===== config.mk =====
export PLATFORM = sky130hd
export DESIGN_NAME = joystick_axis_calibrate_scale_flat
export DESIGN_NICKNAME = d
export VERILOG_FILES = /design/src/hdl/jacs_pkg.sv /design/src/hdl/jacs_if.sv /design/src/hdl/jacs_div.sv /design/src/hdl/joystick_axis_calibrate_scale.sv /design/src/flat_wrapper.sv
export SDC_FILE = /design/constraint.sdc
export NUM_CORES = 2
export LEC_CHECK = 0
export ABC_AREA = 1
export BUFFER_PORTS_ARGS = -buffer_cell sky130_fd_sc_hd__buf_4
export CELL_PAD_IN_SITES_DETAIL_PLACEMENT = 0
export CELL_PAD_IN_SITES_GLOBAL_PLACEMENT = 1
export CORE_AREA = 2 2 266 268
export CTS_CLUSTER_DIAMETER = 60
export DETAILED_ROUTE_END_ITERATION = 16
export DIE_AREA = 0 0 268 270
export PLACE_DENSITY = 0.87
export SLEW_MARGIN = 15
export SYNTH_ARGS = -nofsm -noshare
export SYNTH_HDL_FRONTEND = slang
export SYNTH_SLANG_ARGS = --single-unit

===== constraint.sdc =====
create_clock -name clk_i -period 23.2 [get_ports clk_i]
set_input_delay 4.64 -clock clk_i [delete_from_list [all_inputs] [get_ports clk_i]]
set_output_delay 4.64 -clock clk_i [all_outputs]
set_load 0.005 [all_outputs]

===== src/hdl/jacs_pkg.sv =====
// ----------------------------------------------------------------------------
// jacs_pkg
// shared constants, operation codes and divider handshake types for the
// joystick axis calibrate and scale block
// ----------------------------------------------------------------------------
package jacs_pkg;

  localparam int unsigned CHANNELS_DEF = 4;

  // operation codes
  localparam logic [1:0] OP_CONVERT = 2'd0;
  localparam logic [1:0] OP_CAPTURE = 2'd1;
  localparam logic [1:0] OP_TRACK   = 2'd2;
  localparam logic [1:0] OP_FINISH  = 2'd3;

  // full-scale magnitude, also the dividend of the gain division
  localparam int unsigned QUO_W      = 15;
  localparam int unsigned MAG_W      = 17;
  localparam int unsigned DIV_STEPS  = QUO_W;
  localparam int unsigned STEP_CNT_W = $clog2(DIV_STEPS);

  localparam logic [QUO_W-1:0]   FULL_SCALE  = 15'h7fff;
  localparam logic signed [15:0] AXIS_POS    = 16'sh7fff;
  localparam logic signed [15:0] AXIS_NEG    = -16'sh7fff;
  localparam logic signed [15:0] RANGE_MIN_RST = 16'sh7fff;
  localparam logic signed [15:0] RANGE_MAX_RST = 16'sh8000;
  localparam logic signed [15:0] GAIN_RST      = 16'sd1;

  typedef struct packed {
    logic             start;
    logic [MAG_W-1:0] divisor;
  } div_req_t;

  typedef struct packed {
    logic             done;
    logic [QUO_W-1:0] quotient;
  } div_rsp_t;

endpackage


===== src/hdl/jacs_if.sv =====
// ----------------------------------------------------------------------------
// jacs_if
// valid/ready channels for samples going in and scaled results coming out
// ----------------------------------------------------------------------------
interface jacs_samp_if;
  logic        valid;
  logic        ready;
  logic [1:0]  operation;
  logic [1:0]  channel;
  logic [15:0] raw_sample;

  modport source (output valid, output operation, output channel, output raw_sample,
                  input ready);
  modport sink   (input valid, input operation, input channel, input raw_sample,
                  output ready);
endinterface

interface jacs_res_if;
  logic               valid;
  logic               ready;
  logic signed [15:0] axis_value;
  logic signed [15:0] neg_gain_out;
  logic signed [15:0] pos_gain_out;
  logic               divide_by_zero;

  modport source (output valid, output axis_value, output neg_gain_out,
                  output pos_gain_out, output divide_by_zero, input ready);
  modport sink   (input valid, input axis_value, input neg_gain_out,
                  input pos_gain_out, input divide_by_zero, output ready);
endinterface


===== src/hdl/jacs_div.sv =====
// ----------------------------------------------------------------------------
// jacs_div
// restoring divider, full scale over a 17-bit magnitude, one quotient bit
// per cycle
// ----------------------------------------------------------------------------
module jacs_div (
  input  logic               clk_i,
  input  logic               rst_ni,
  input  jacs_pkg::div_req_t req_i,
  output jacs_pkg::div_rsp_t rsp_o
);

  logic                                busy_q, busy_d;
  logic                                done_q, done_d;
  logic [jacs_pkg::STEP_CNT_W-1:0]     cnt_q, cnt_d;
  logic [jacs_pkg::MAG_W-1:0]          rem_q, rem_d;
  logic [jacs_pkg::MAG_W-1:0]          dvs_q, dvs_d;
  logic [jacs_pkg::QUO_W-1:0]          quo_q, quo_d;
  logic [jacs_pkg::MAG_W-1:0]          trial;
  logic                                fits;

  assign trial = {rem_q[jacs_pkg::MAG_W-2:0], quo_q[jacs_pkg::QUO_W-1]};
  assign fits  = (trial >= dvs_q);

  always_comb begin
    busy_d = busy_q;
    done_d = 1'b0;
    cnt_d  = cnt_q;
    rem_d  = rem_q;
    dvs_d  = dvs_q;
    quo_d  = quo_q;
    if (req_i.start && !busy_q) begin
      busy_d = 1'b1;
      cnt_d  = '0;
      rem_d  = '0;
      dvs_d  = req_i.divisor;
      quo_d  = jacs_pkg::FULL_SCALE;
    end else if (busy_q) begin
      rem_d = fits ? (trial - dvs_q) : trial;
      quo_d = {quo_q[jacs_pkg::QUO_W-2:0], fits};
      cnt_d = cnt_q + 1'b1;
      if (cnt_q == jacs_pkg::STEP_CNT_W'(jacs_pkg::DIV_STEPS - 1)) begin
        busy_d = 1'b0;
        done_d = 1'b1;
      end
    end
  end

  always_ff @(posedge clk_i or negedge rst_ni) begin
    if (!rst_ni) begin
      busy_q <= 1'b0;
      done_q <= 1'b0;
      cnt_q  <= '0;
    end else begin
      busy_q <= busy_d;
      done_q <= done_d;
      cnt_q  <= cnt_d;
    end
  end

  always_ff @(posedge clk_i) begin
    rem_q <= rem_d;
    dvs_q <= dvs_d;
    quo_q <= quo_d;
  end

  assign rsp_o.done     = done_q;
  assign rsp_o.quotient = quo_q;

endmodule


===== src/hdl/joystick_axis_calibrate_scale.sv =====
// ----------------------------------------------------------------------------
// joystick_axis_calibrate_scale
// per-channel joystick axis calibration: center capture, range tracking,
// gain computation and scaled conversion with clamping
// ----------------------------------------------------------------------------
//
//  channel  dir  payload                                          transaction
//  samp_i   in   operation, channel, raw_sample                   valid & ready
//  res_o    out  axis_value, neg_gain_out, pos_gain_out,          valid & ready
//                divide_by_zero
//
//  one item at a time: capture and track pass through exec to done, convert
//  adds a clamp step after the 16x16 multiply in exec, and finish runs the
//  bit-serial divider twice, once per gain
//  reset puts every channel at offset 0, gains 1 and empty range extremes
//  the result sits in an output register, so the next item is taken while
//  the previous result still waits; a stalled output only holds the
//  sequencer in its last state once a second result is ready
//
module joystick_axis_calibrate_scale #(
  parameter int unsigned CHANNELS = jacs_pkg::CHANNELS_DEF
) (
  input  logic      clk_i,
  input  logic      rst_ni,
  jacs_samp_if.sink samp_i,
  jacs_res_if.source res_o
);

  localparam int unsigned IDX_W = (CHANNELS > 1) ? $clog2(CHANNELS) : 1;

  // sequencer codes
  localparam logic [2:0] S_IDLE = 3'd0;
  localparam logic [2:0] S_EXEC = 3'd1;
  localparam logic [2:0] S_CLMP = 3'd2;
  localparam logic [2:0] S_DIVN = 3'd3;
  localparam logic [2:0] S_DIVP = 3'd4;
  localparam logic [2:0] S_DONE = 3'd5;

  logic [2:0] state_q, state_d;

  // accepted item
  logic [1:0]  op_q;
  logic [1:0]  ch_q;
  logic [15:0] raw_q;
  logic        hit_q;

  // per-channel calibration state
  logic        [15:0] off_q  [CHANNELS];
  logic signed [15:0] ngain_q[CHANNELS];
  logic signed [15:0] pgain_q[CHANNELS];
  logic signed [15:0] rmin_q [CHANNELS];
  logic signed [15:0] rmax_q [CHANNELS];

  // working results
  logic signed [31:0] prod_q;
  logic signed [15:0] axis_q;
  logic               flag_q;

  // output register
  logic               ovld_q;
  logic signed [15:0] oaxis_q, onegg_q, oposg_q;
  logic               oflag_q;

  logic [IDX_W-1:0]   idx;
  logic signed [15:0] diff;
  logic signed [15:0] gain_sel;
  logic signed [15:0] dmin, dmax;
  logic [jacs_pkg::MAG_W-1:0] mag_min, mag_max;
  logic signed [15:0] qsgn;
  logic               out_free;
  logic               samp_acc;

  jacs_pkg::div_req_t div_req;
  jacs_pkg::div_rsp_t div_rsp;

  assign idx      = IDX_W'(ch_q);
  assign diff     = signed'(raw_q - off_q[idx]);
  assign gain_sel = diff[15] ? ngain_q[idx] : pgain_q[idx];
  assign dmin     = rmin_q[idx];
  assign dmax     = rmax_q[idx];
  // magnitudes in 17 bits so that -32768 stays exact
  assign mag_min  = dmin[15] ? (jacs_pkg::MAG_W'(0) - {dmin[15], dmin})
                             : {dmin[15], dmin};
  assign mag_max  = dmax[15] ? (jacs_pkg::MAG_W'(0) - {dmax[15], dmax})
                             : {dmax[15], dmax};
  assign qsgn     = signed'({1'b0, div_rsp.quotient});

  assign out_free = !ovld_q || res_o.ready;
  assign samp_acc = samp_i.valid && samp_i.ready;
  assign samp_i.ready = (state_q == S_IDLE);

  // divider is started from the exec step (negative side) and again when the
  // first quotient comes back (positive side)
  always_comb begin
    div_req.start   = 1'b0;
    div_req.divisor = mag_min;
    if (state_q == S_EXEC && hit_q && op_q == jacs_pkg::OP_FINISH) begin
      div_req.start = 1'b1;
    end else if (state_q == S_DIVN && div_rsp.done) begin
      div_req.start   = 1'b1;
      div_req.divisor = mag_max;
    end
  end

  jacs_div u_div (
    .clk_i  (clk_i),
    .rst_ni (rst_ni),
    .req_i  (div_req),
    .rsp_o  (div_rsp)
  );

  always_comb begin
    state_d = state_q;
    case (state_q)
      S_IDLE: if (samp_acc) state_d = S_EXEC;
      S_EXEC: begin
        if (!hit_q) begin
          state_d = S_DONE;
        end else begin
          case (op_q)
            jacs_pkg::OP_CONVERT: state_d = S_CLMP;
            jacs_pkg::OP_FINISH:  state_d = S_DIVN;
            default:              state_d = S_DONE;
          endcase
        end
      end
      S_CLMP: state_d = S_DONE;
      S_DIVN: if (div_rsp.done) state_d = S_DIVP;
      S_DIVP: if (div_rsp.done) state_d = S_DONE;
      S_DONE: if (out_free) state_d = S_IDLE;
      default: state_d = S_IDLE;
    endcase
  end

  always_ff @(posedge clk_i or negedge rst_ni) begin
    if (!rst_ni) begin
      state_q <= S_IDLE;
      ovld_q  <= 1'b0;
      for (int i = 0; i < CHANNELS; i++) begin
        off_q[i]   <= '0;
        ngain_q[i] <= jacs_pkg::GAIN_RST;
        pgain_q[i] <= jacs_pkg::GAIN_RST;
        rmin_q[i]  <= jacs_pkg::RANGE_MIN_RST;
        rmax_q[i]  <= jacs_pkg::RANGE_MAX_RST;
      end
    end else begin
      state_q <= state_d;

      // a new result replaces the one leaving in the same cycle
      if (state_q == S_DONE && out_free) ovld_q <= 1'b1;
      else if (ovld_q && res_o.ready)    ovld_q <= 1'b0;

      if (state_q == S_EXEC && hit_q) begin
        case (op_q)
          jacs_pkg::OP_CAPTURE: begin
            off_q[idx]  <= raw_q;
            rmin_q[idx] <= jacs_pkg::RANGE_MIN_RST;
            rmax_q[idx] <= jacs_pkg::RANGE_MAX_RST;
          end
          jacs_pkg::OP_TRACK: begin
            if (diff < dmin) rmin_q[idx] <= diff;
            if (diff > dmax) rmax_q[idx] <= diff;
          end
          default: ;
        endcase
      end

      // -32767 / min: negative when min is positive
      if (state_q == S_DIVN && div_rsp.done) begin
        if (dmin == 16'sd0)  ngain_q[idx] <= '0;
        else if (!dmin[15])  ngain_q[idx] <= -qsgn;
        else                 ngain_q[idx] <= qsgn;
      end

      // 32767 / max: negative when max is negative
      if (state_q == S_DIVP && div_rsp.done) begin
        if (dmax == 16'sd0)  pgain_q[idx] <= '0;
        else if (dmax[15])   pgain_q[idx] <= -qsgn;
        else                 pgain_q[idx] <= qsgn;
      end
    end
  end

  // item capture, working values and output payload
  always_ff @(posedge clk_i) begin
    if (samp_acc) begin
      op_q  <= samp_i.operation;
      ch_q  <= samp_i.channel;
      raw_q <= samp_i.raw_sample;
      hit_q <= (32'(samp_i.channel) < CHANNELS);
    end

    if (state_q == S_EXEC) begin
      prod_q <= 32'(diff) * 32'(gain_sel);
      flag_q <= 1'b0;
      axis_q <= (op_q == jacs_pkg::OP_TRACK && hit_q) ? diff : 16'sd0;
    end

    if (state_q == S_CLMP) begin
      if (prod_q > 32'(jacs_pkg::AXIS_POS))       axis_q <= jacs_pkg::AXIS_POS;
      else if (prod_q < 32'(jacs_pkg::AXIS_NEG))  axis_q <= jacs_pkg::AXIS_NEG;
      else                                        axis_q <= prod_q[15:0];
    end

    if ((state_q == S_DIVN || state_q == S_DIVP) && div_rsp.done) begin
      if (state_q == S_DIVN && dmin == 16'sd0) flag_q <= 1'b1;
      if (state_q == S_DIVP && dmax == 16'sd0) flag_q <= 1'b1;
    end

    if (state_q == S_DONE && out_free) begin
      oaxis_q <= axis_q;
      onegg_q <= hit_q ? ngain_q[idx] : 16'sd0;
      oposg_q <= hit_q ? pgain_q[idx] : 16'sd0;
      oflag_q <= flag_q;
    end
  end

  assign res_o.valid          = ovld_q;
  assign res_o.axis_value     = oaxis_q;
  assign res_o.neg_gain_out   = onegg_q;
  assign res_o.pos_gain_out   = oposg_q;
  assign res_o.divide_by_zero = oflag_q;

endmodule

===== src/flat_wrapper.sv =====
// flat-port wrapper written by rule: the top's interface ports become plain ports
module joystick_axis_calibrate_scale_flat 
#(
  parameter int unsigned CHANNELS = jacs_pkg::CHANNELS_DEF
)
  (clk_i, rst_ni, samp_i_valid, samp_i_operation, samp_i_channel, samp_i_raw_sample, samp_i_ready, res_o_valid, res_o_axis_value, res_o_neg_gain_out, res_o_pos_gain_out, res_o_divide_by_zero, res_o_ready);
  jacs_samp_if samp_i_i ();
  jacs_res_if res_o_i ();
  input  logic clk_i;
  input  logic rst_ni;
  input wire logic [$bits(samp_i_i.valid)-1:0] samp_i_valid;
  input wire logic [$bits(samp_i_i.operation)-1:0] samp_i_operation;
  input wire logic [$bits(samp_i_i.channel)-1:0] samp_i_channel;
  input wire logic [$bits(samp_i_i.raw_sample)-1:0] samp_i_raw_sample;
  output wire logic [$bits(samp_i_i.ready)-1:0] samp_i_ready;
  output wire logic [$bits(res_o_i.valid)-1:0] res_o_valid;
  output wire logic [$bits(res_o_i.axis_value)-1:0] res_o_axis_value;
  output wire logic [$bits(res_o_i.neg_gain_out)-1:0] res_o_neg_gain_out;
  output wire logic [$bits(res_o_i.pos_gain_out)-1:0] res_o_pos_gain_out;
  output wire logic [$bits(res_o_i.divide_by_zero)-1:0] res_o_divide_by_zero;
  input wire logic [$bits(res_o_i.ready)-1:0] res_o_ready;
  assign samp_i_i.valid = samp_i_valid;
  assign samp_i_i.operation = samp_i_operation;
  assign samp_i_i.channel = samp_i_channel;
  assign samp_i_i.raw_sample = samp_i_raw_sample;
  assign samp_i_ready = samp_i_i.ready;
  assign res_o_valid = res_o_i.valid;
  assign res_o_axis_value = res_o_i.axis_value;
  assign res_o_neg_gain_out = res_o_i.neg_gain_out;
  assign res_o_pos_gain_out = res_o_i.pos_gain_out;
  assign res_o_divide_by_zero = res_o_i.divide_by_zero;
  assign res_o_i.ready = res_o_ready;
  joystick_axis_calibrate_scale #(.CHANNELS(CHANNELS)) u_core (.clk_i(clk_i), .rst_ni(rst_ni), .samp_i(samp_i_i), .res_o(res_o_i));
endmodule

==> metrics.md <==
| Metric | Value |
|---|---|
| Outcome | finished clean |
| Yosys cell types | 65 |
| Crit start category | flip-flop |
| # H-tree levels | 2 |
| CTS root buf | clkbuf_16 |
| Min Tclk post-route | 10.55 ns |
| Clock tree from TritonCTS | yes |
| Finished Cell Area | around 40000 um2 |
| Yosys Warn Count | 0 |
| Period utilization | about 45% |
| Max cap viols | 0 |
| Hold_buf cts | 0 |
| Worst Setup End Kind | flip-flop |
| Fin Clk Skew | approximately 0.051 ns |
| DRC | 0 |
| Initial antenna violation count | 1 |
| Most Frequent Cell on Critical Path | nand2_1 |
| Worst-Margin Slew | 1.17 ns |
| Place WS | 12.84 ns |
| Syn Inst Count | 4448 |
| Pre-antenna DRT Iters | 5 |
| Synth Net Count | 4891 |
| GRT Resource Usage Total | between 30% and 40% |
| Worst EP required | approximately 24 ns |
| Buf/Inv on CP | 8 |
| Area occupied by multi-input gates | 20500 um2 |
| Synthesized area per cell | a little over 8 um2 |
| Routed WL per cell | 21.3 um |
| CTS Sinks | slightly below 500 |
| Routed WL | about 110 mm |
| GPL Wtd Cong | 0.933 |
| Total chip power | about 1900 uW |
| First-pass GRT wire length | about 180 mm |
| Final core utilization | between 50% and 60% |
| Vias post-DR | 31400 |
| RSZ-0062 raised after global routing | no |
| Finish-stage setup viols | 0 |
| Antenna Violating Nets Remaining | 0 |
| Final Worst Setup Slack | around 13 ns |
| Final hold vios | 0 |
| Slew Limit Fails | 0 |
| Most frequent cells in the layout | 1192 x nand2_1, 543 x inv_1, 374 x o21ai_0 |
| GRT overflow | 0 |
| Antenna Cells | 0 |
| Final nets | 4848 |
| Register area | 13000 um2 |
| CTS Buf Count | a little under 60 |
| Placed Area | 37700 um2 |
| Register area share after synthesis | 35.6% |
| Peak Freq | 94.8 MHz |
| Die ar. | 72400 um2 |
| Vias in the first global route | just over 30000 |
| Crit path kind | flip-flop to flip-flop |
| Core ar. | around 70000 um2 |
| Boundary Pins | 75 |
| CP arrival | 10.92 ns |
| Seq cells post-synth | a little under 500 |
| Power Density | around 47 nW/um2 |
| Port bufs | 74 |
| Worst rel slew slack | 21.9% |
| Layout fillers | ~6400 |
| Synthesized area | 36600 um2 |
| Post-synth EDFFs | 134 |
| Post-CTS Setup Inserts | 0 |
| Share of cells above drive strength 1 | 8.37% |
| Ys flop type | dfrtp_1 |
| Die height | 270 um |
| Largest net degree at the start of global routing | roughly 160 |
| Post_cts resized | 0 |
| Leak Pwr | 0.0188 uW |
| Worst path top cell family by delay | adder cells |
| Crit path max fanout | 31 |
| Asr flop ratio synth | between 60% and 70% |
| Starting density of the core | 52.6% |
| Starting DRT DRC Count | approximately 3500 |
| Vias per cell | 5.82 |
| Slowest cell delay on critical path | 0.77 ns |
| Rows | a little under 100 |
| Clk slew on worst S/H paths | 0.07 ns |
| DP HPWL | 79.9 mm |
| Worst-Skew Late Latency | ~0.66 ns |
| Total negative slack | 0 ns |
| Die Span X | 268 um |
| Area delta synth->final | 8.62% |
| HP Class | flip-flop to flip-flop |
| CTS max path bufs | 3 |
| Peak supply drop | 0.0000603 V |
| Most common cell after layout, fill and taps aside | nand2_1 |
| CP max-delay cell | edfxtp_1 |
==> where the power goes <==
part / switching, uW / leakage [uW] / internal, uW / total (uW)
clock network: 411 / 0.000986 / 555 / 965
logic: 12.4 / 0.0121 / 3.00 / 15.4
registers: 0.00000000000000343 / 0.00574 / 894 / 894
total: 423 / 0.0188 / 1450 / 1870
==> worst reg2reg max path, delay by kind of cell, from the launching register on <==
kind | cells | cell delay (ns)
flops | 1 | 0.77
compound gates | 6 | 1.00
fa+ha+maj | 8 | 3.82
buf+inv | 8 | 1.49
xor+xnor | 1 | 0.09
simple gates | 15 | 3.11
==> kinds of logic (layout without fill, tap and decap cells) <==
family,after synthesis,after routing,share of synthesized area (%)
buf+inv,796,803,8.67
compound gates,814,814,13.4
other cells,1,1,0.0103
xor+xnor,68,68,1.63
fa+ha+maj,419,419,19.7
simple gates,1852,1852,20.9
mux,2,2,0.0547
flops,496,496,35.6
==> worst paths after layout <==
kind	from	slack [ns]	cells after the start	to
worst max-delay path	u_core.ch_q[0]	12.65	38	u_core.prod_q[25]
worst min-delay path	u_core.axis_q[6]	0.43	0	u_core.res_o.axis_value[6]
worst max register to register	u_core.ch_q[0]	12.65	38	u_core.prod_q[25]
worst min register to register	u_core.axis_q[6]	0.43	0	u_core.res_o.axis_value[6]
max in group asynchronous	rst_ni	17.05	3	u_core.rmin_q[63]
min in group asynchronous	rst_ni	4.07	1	u_core.u_div.cnt_q[0]
==> area by class of cell <==
type | instances | area share (%)
clock buffer | 68 | 3.93
timing repair buffer | 121 | 2.34
clock inverter | 42 | 1.15
inverter | 572 | 5.41
sequential | 496 | 32.7
tap | 940 | 2.96
multi-input combinational | 3156 | 51.5
==> synthesized netlist by cell type (16+ instances only) <==
library cell / n / share of area (%)
xor2_1: 43 / 1.0
clkbuf_1: 136 / 1.4
buf_2: 57 / 0.78
nor3_1: 19 / 0.26
o21ai_2: 17 / 0.41
edfxtp_1: 134 / 11
o211ai_1: 53 / 1.1
a221oi_1: 18 / 0.43
fa_1: 264 / 14
inv_1: 543 / 5.6
a22oi_1: 86 / 1.8
nand3_1: 144 / 2.0
nand2_1: 1194 / 12
xnor2_1: 25 / 0.60
nand4_1: 105 / 1.8
nor2_1: 334 / 3.4
a21oi_1: 133 / 1.8
o21ai_0: 374 / 5.1
dfxtp_1: 32 / 1.8
o21ai_1: 36 / 0.49
ha_1: 155 / 5.3
dfstp_2: 72 / 5.2
clkinv_1: 16 / 0.16
dfrtp_1: 258 / 18
==> registers in the layout, indices dropped and copies added (netlist names), 3 cells and up <==
register / flops
u_core.raw_q: 16
u_core.ngain_q: 64
u_core.res_o.pos_gain_out: 16
u_core.res_o.neg_gain_out: 16
u_core.u_div.quo_q: 15
u_core.u_div.dvs_q: 17
u_core.rmin_q: 64
u_core.state_q: 3
u_core.off_q: 64
u_core.u_div.rem_q: 16
u_core.rmax_q: 64
u_core.res_o.axis_value: 16
u_core.axis_q: 16
u_core.u_div.cnt_q: 4
u_core.prod_q: 32
u_core.pgain_q: 64
==> layer usage <==
metal,vias up,GRT usage (%),wire [um]
met5,-,0,0
met4,0,11.8,4660
met3,231,5.15,9710
met2,1419,48.8,51000
met1,15400,46.8,49700
li1,14400,-,-
==> metrics by stage <==
stage	hold WS [ns]	instances
floorplan	0.400	4448
global placement	0.411	5285
detailed placement	0.406	5285
CTS	0.420	5395
global route	0.430	5395
finish	0.425	5395
Note: power is estimated with default switching activity, not from simulation.
